### src/design/us3d_pkg.sv
// Package with shared constants, types and register codes for the 3D upsample page indexer.
`default_nettype none
package us3d_pkg;

  localparam int PAGE_BITS_DEF  = 32;
  localparam int DIM_BITS_DEF   = 12;
  localparam int SCALE_BITS_DEF = 8;
  localparam int NUM_REGS       = 6;
  localparam int CFG_ADDR_BITS  = 5;

  // Register indexes in the configuration space.
  typedef enum logic [2:0] {
    REG_IN_D = 3'd0,
    REG_IN_H = 3'd1,
    REG_IN_W = 3'd2,
    REG_SC_D = 3'd3,
    REG_SC_H = 3'd4,
    REG_SC_W = 3'd5
  } reg_idx_t;

  // Control word that travels along the divider chain beside the data.
  typedef struct packed {
    logic vld;
  } cell_ctl_t;

endpackage
`default_nettype wire

### src/design/us3d_div_cell.sv
// One restoring-division cell: retires one quotient bit and hands the partial state on.
`default_nettype none
module us3d_div_cell #(
  parameter int W   = 32,
  parameter int BIT = 0
) (
  input  wire logic             clk,
  input  wire logic             rst_n,
  input  us3d_pkg::cell_ctl_t   ctl_i,
  input  wire logic [W-1:0]     rem_i,
  input  wire logic [W-1:0]     quo_i,
  input  wire logic [W-1:0]     div_i,
  input  wire logic [W-1:0]     tag_i,
  output us3d_pkg::cell_ctl_t   ctl_o,
  output logic      [W-1:0]     rem_o,
  output logic      [W-1:0]     quo_o,
  output logic      [W-1:0]     div_o,
  output logic      [W-1:0]     tag_o
);
  import us3d_pkg::*;

  logic [W:0]   trial;
  logic [W:0]   shifted;
  logic         fits;
  logic [W-1:0] rem_nxt;
  logic [W-1:0] quo_nxt;
  cell_ctl_t    ctl_r;
  logic [W-1:0] rem_r, quo_r, div_r, tag_r;

  // Compare the divisor shifted to this bit position against the partial remainder.
  always_comb begin
    shifted = {1'b0, rem_i} >> BIT;
    fits    = (div_i != '0) && (shifted >= {1'b0, div_i});
    trial   = {1'b0, rem_i} - ({1'b0, div_i} << BIT);
    rem_nxt = fits ? trial[W-1:0] : rem_i;
    quo_nxt = quo_i;
    if (div_i == '0) begin
      quo_nxt[BIT] = 1'b1;
    end else begin
      quo_nxt[BIT] = fits;
    end
  end

  // Valid flag is control state; the payload needs no reset.
  always_ff @(posedge clk) begin
    if (!rst_n) begin
      ctl_r.vld <= 1'b0;
    end else begin
      ctl_r.vld <= ctl_i.vld;
    end
  end

  always_ff @(posedge clk) begin
    rem_r <= rem_nxt;
    quo_r <= quo_nxt;
    div_r <= div_i;
    tag_r <= tag_i;
  end

  assign ctl_o = ctl_r;
  assign rem_o = rem_r;
  assign quo_o = quo_r;
  assign div_o = div_r;
  assign tag_o = tag_r;

endmodule
`default_nettype wire

### src/design/us3d_div_chain.sv
// Pipelined divider built as a row of cells, one quotient bit per cell, MSB first.
`default_nettype none
module us3d_div_chain #(
  parameter int W = 32
) (
  input  wire logic           clk,
  input  wire logic           rst_n,
  input  us3d_pkg::cell_ctl_t ctl_i,
  input  wire logic [W-1:0]   num_i,
  input  wire logic [W-1:0]   den_i,
  input  wire logic [W-1:0]   tag_i,
  output us3d_pkg::cell_ctl_t ctl_o,
  output logic      [W-1:0]   quo_o,
  output logic      [W-1:0]   rem_o,
  output logic      [W-1:0]   tag_o
);
  import us3d_pkg::*;

  cell_ctl_t    ctl_c [W+1];
  logic [W-1:0] rem_c [W+1];
  logic [W-1:0] quo_c [W+1];
  logic [W-1:0] div_c [W+1];
  logic [W-1:0] tag_c [W+1];

  assign ctl_c[0] = ctl_i;
  assign rem_c[0] = num_i;
  assign quo_c[0] = '0;
  assign div_c[0] = den_i;
  assign tag_c[0] = tag_i;

  // Cell k decides quotient bit W-1-k.
  for (genvar k = 0; k < W; k++) begin : g_cell
    us3d_div_cell #(.W(W), .BIT(W - 1 - k)) u_cell (
      .clk   (clk),
      .rst_n (rst_n),
      .ctl_i (ctl_c[k]),
      .rem_i (rem_c[k]),
      .quo_i (quo_c[k]),
      .div_i (div_c[k]),
      .tag_i (tag_c[k]),
      .ctl_o (ctl_c[k+1]),
      .rem_o (rem_c[k+1]),
      .quo_o (quo_c[k+1]),
      .div_o (div_c[k+1]),
      .tag_o (tag_c[k+1])
    );
  end

  assign ctl_o = ctl_c[W];
  assign quo_o = quo_c[W];
  assign rem_o = rem_c[W];
  assign tag_o = tag_c[W];

endmodule
`default_nettype wire

### config.mk
export PLATFORM = sky130hd
export DESIGN_NAME = us3d_div_chain
export DESIGN_NICKNAME = d
export VERILOG_FILES = /design/src/design/us3d_pkg.sv /design/src/design/us3d_div_cell.sv /design/src/design/us3d_div_chain.sv
export SDC_FILE = /design/constraint.sdc
export NUM_CORES = 2
export LEC_CHECK = 0
export BUFFER_PORTS_ARGS = -buffer_cell sky130_fd_sc_hd__buf_4
export CORE_MARGIN = 3
export CORE_UTILIZATION = 35
export CTS_CLUSTER_DIAMETER = 200
export DETAILED_ROUTE_END_ITERATION = 7
export GPL_TIMING_DRIVEN = 0
export HOLD_SLACK_MARGIN = 0.05
export PLACE_DENSITY_LB_ADDON = 0.3
export SYNTH_ARGS = -nofsm -noshare
export SYNTH_HDL_FRONTEND = slang
export SYNTH_SLANG_ARGS = --single-unit
### constraint.sdc
create_clock -name clk -period 6.5 [get_ports clk]
set_input_delay 0.65 -clock clk [delete_from_list [all_inputs] [get_ports clk]]
set_output_delay 0.65 -clock clk [all_outputs]
set_load 0.01 [all_outputs]
==> results.json <==
{
  "drt_iter0_drc": 3526,
  "hold_buffers": 99,
  "drc": 0,
  "tns_ns": 0,
  "clock_path_buffers": 4,
  "gr-total-overflow": 0,
  "portBuffers": 195,
  "cts_setup_buffers": 0,
  "grt_pass1_wl_um": 345900,
  "critPathKind": "reg -> reg",
  "final-hold-violation-count": 0,
  "dieArea_sq_um": 312900,
  "vias_per_cell": 4.512,
  "max_slew_margin": 0.06314,
  "r2r_cells": 11,
  "layout_common_cells": "dfxtp_1 (3,600), inv_1 (680), ha_1 (528)",
  "ir_drop_mv": 0.2324,
  "synth_warnings": 0,
  "grt_start_max_net_pins": 17,
  "dp_hpwl_um": 158900,
  "cp_slowest_stage_delay_ns": 0.83,
  "grt_pass1_vias": 64550,
  "clock_skew_ns": 0.07626,
  "worst_r2r_endpoint": "g_cell[27].u_cell.rem_o[4]",
  "cp.arrival_ns": 5.03,
  "cts_tree": "built",
  "p_per_area_nw_per_um2": 390.7,
  "numClockSinks": 3600,
  "ys_ff_latch": 3600,
  "worstPathCellList": "ha_1 -> fa_1 -> nor2b_1 -> o31a_1 -> o21ai_0 -> a2111oi_0 -> nor3_1 -> a21oi_1 -> o22ai_1 -> clkbuf_1 -> o21ai_0",
  "power_mw": 49.89,
  "io_pins": 196,
  "coreArea_sq_um": 303800,
  "layout_min_cycle_time_ns": 4.343,
  "grt_util_all_layers": 0.1353,
  "ys_seq_area_frac": 0.6725,
  "worst_pin_slew_ns": 1.395,
  "postSynthCellCount": 8846,
  "place_congestion": 0.8845,
  "synth_cell_types": 93,
  "fin_crit_sh": 0.6682,
  "fmax_ghz": 0.2302,
  "whs_endpoint": "g_cell[9].u_cell.tag_o[27]",
  "finish.net_count": 10170,
  "rsz0062_at_grt": "false",
  "start_kind": "flip-flop",
  "drv_slew": 0,
  "num-fill-cells": 28100,
  "worst_path_max_delay_cell": "o22ai_1",
  "async_flop_share": 0,
  "wl_per_cell_um": 15.65,
  "status": "complete, no violations",
  "drt_wl_total_um": 217600,
  "post_cts_resized": 0,
  "timing.rr.start": "g_cell[26].u_cell.div_o[0]",
  "hold_start": "g_cell[8].u_cell.tag_o[27]",
  "first_pass_iters": 5,
  "synth_ff_type": "dfxtp_1",
  "maxCapViolCount": 0,
  "setup_viol": 0,
  "cpMostUsedCell": "o21ai_0",
  "antenna_found_initial": 2,
  "worst_setup_path_end_kind": "flip-flop",
  "syn-cell-area_sq_um": 107200,
  "hold_path.class": "reg -> reg",
  "power_leakage_nw": 55.57,
  "die_w_um": 559.3,
  "synth_edf_count": 0,
  "syn_to_final_growth_pct": 19.15,
  "whs_path_depth": 0,
  "htree_levels": 5,
  "initial_utilization": 0.3527,
  "syn_nets": 9504,
  "die_y_um": 559.3,
  "cp.required_ns": 7.19,
  "crit_fanout": 10,
  "drive_gt1_frac": 0.1135,
  "dr_total_vias": 62720,
  "cts.clk_slew.worst_paths_ns": 0.06,
  "cts_made_buffers": 368,
  "root_buffer": "clkbuf_16",
  "postRouteAntennaNets": 0,
  "final_common_cell": "dfxtp_1",
  "num_rows": 202,
  "clkLatencyLatePin_ns": 0.92,
  "ff2ff_setup_slack_ns": 2.16,
  "syn_avg_cell_area_sq_um": 12.11
}
## synth_stat cells (all sizes together), types with 42 or more instances
| cell | number | area (sq um) |
|---|---|---|
| mux2 | 228 | 2673 |
| nor3 | 95 | 486.7 |
| a21boi | 48 | 360.3 |
| nor4 | 247 | 1560 |
| o21bai | 52 | 390.4 |
| o31ai | 51 | 397.9 |
| ha | 528 | 6606 |
| a21oi | 390 | 1956 |
| and2 | 51 | 319.1 |
| a31oi | 48 | 306.5 |
| a21o | 180 | 1351 |
| nand2b | 68 | 425.4 |
| nor2 | 262 | 991.0 |
| nand4 | 119 | 744.5 |
| clkbuf | 89 | 335.3 |
| nor2b | 94 | 588.1 |
| and3 | 42 | 262.8 |
| nand2 | 488 | 1832 |
| o21ai | 481 | 2411 |
| xor2 | 171 | 1498 |
| o21a | 71 | 533.0 |
| inv | 680 | 2552 |
| xnor2 | 228 | 1997 |
| nand3 | 110 | 555.5 |
| dfxtp | 3600 | 72070 |
## state kept, by name, indices dropped and copies added (netlist names)
register,flops
g_cell.u_cell.quo_o,528
g_cell.u_cell.tag_o,1024
g_cell.u_cell.ctl_o,32
g_cell.u_cell.div_o,992
g_cell.u_cell.rem_o,1024
## kinds of logic (layout without fill, tap and decap cells)
kind of cell / count (synthesis) / in the layout / synth area share
mux: 266 / 266 / 0.02849
other cells: 0 / 5 / 0
buf+inv: 792 / 1763 / 0.02842
simple gates: 1685 / 1685 / 0.07999
flops: 3600 / 3600 / 0.6725
fa+ha+maj: 559 / 559 / 0.06744
compound gates: 1545 / 1545 / 0.09052
xor+xnor: 399 / 399 / 0.03261
## where the power goes
part / switching, mW / internal (mW)
logic: 2.27 / 1.98
clock network: 8.66 / 13.1
registers: 0.599 / 23.3
## metal layers
metal	GRT usage	routed length, um	up-vias
met5	0	0	-
met4	0.06256	10000	0
met3	0.02415	8856	547
met2	0.2370	104800	1251
met1	0.1603	93960	29320
li1	-	-	31600
## critical path, delay by kind of cell, from the launching register on
| kind | cells | cell delay, ns |
|---|---|---|
| AO/OA/AOI/OAI | 6 | 2.16 |
| buffers and inverters | 1 | 0.68 |
| adder cells (fa/ha/maj) | 2 | 0.49 |
| flip-flops | 1 | 0.55 |
| AND/OR/NAND/NOR | 2 | 0.28 |
## per-stage QoR
| step | area, sq um | hold WS [ns] | utilization | instances | setup WS [ns] |
|---|---|---|---|---|---|
| 3_5_place_dp | 113700 | 0.3121 | 0.3744 | 13120 | 2.209 |
| 3_3_place_gp | 113700 | 0.3096 | 0.3744 | 13120 | 2.225 |
| 4_1_cts | 127700 | 0.2565 | 0.4202 | 13900 | 2.191 |
| 2_1_floorplan | 107200 | 0.3096 | - | 8846 | 3.501 |
| 6_report | 127700 | 0.3004 | 0.4203 | 13900 | 2.157 |
| 5_1_grt | 127700 | 0.2958 | 0.4203 | 13900 | 1.961 |
## layout make-up
type | instances | area (sq um) | share of cell area
sequential | 3600 | 72070 | 0.5644
multi-input combinational | 4454 | 32050 | 0.2510
clock buffer | 495 | 10380 | 0.08128
tap | 4080 | 5105 | 0.03998
clock inverter | 182 | 2571 | 0.02014
inverter | 680 | 2552 | 0.01999
timing repair buffer | 294 | 2455 | 0.01923
buffer | 112 | 493.0 | 0.003861
antenna | 5 | 12.51 | 0.00009799
## worst max path at each step
stage	start	end	slack, ns	cells after the start
after detailed placement	g_cell[26].u_cell.div_o[0]	g_cell[27].u_cell.rem_o[4]	2.21	11
final	g_cell[26].u_cell.div_o[0]	g_cell[27].u_cell.rem_o[4]	2.16	11
after floorplan	g_cell[27].u_cell.rem_o[3]	g_cell[28].u_cell.rem_o[10]	3.50	11
after CTS	g_cell[26].u_cell.div_o[0]	g_cell[27].u_cell.rem_o[4]	2.19	11
after global routing	g_cell[26].u_cell.div_o[23]	g_cell[27].u_cell.rem_o[4]	1.96	11
after global placement	g_cell[29].u_cell.div_o[0]	g_cell[30].u_cell.rem_o[27]	2.22	13
Power figures use the tool's default switching activity.
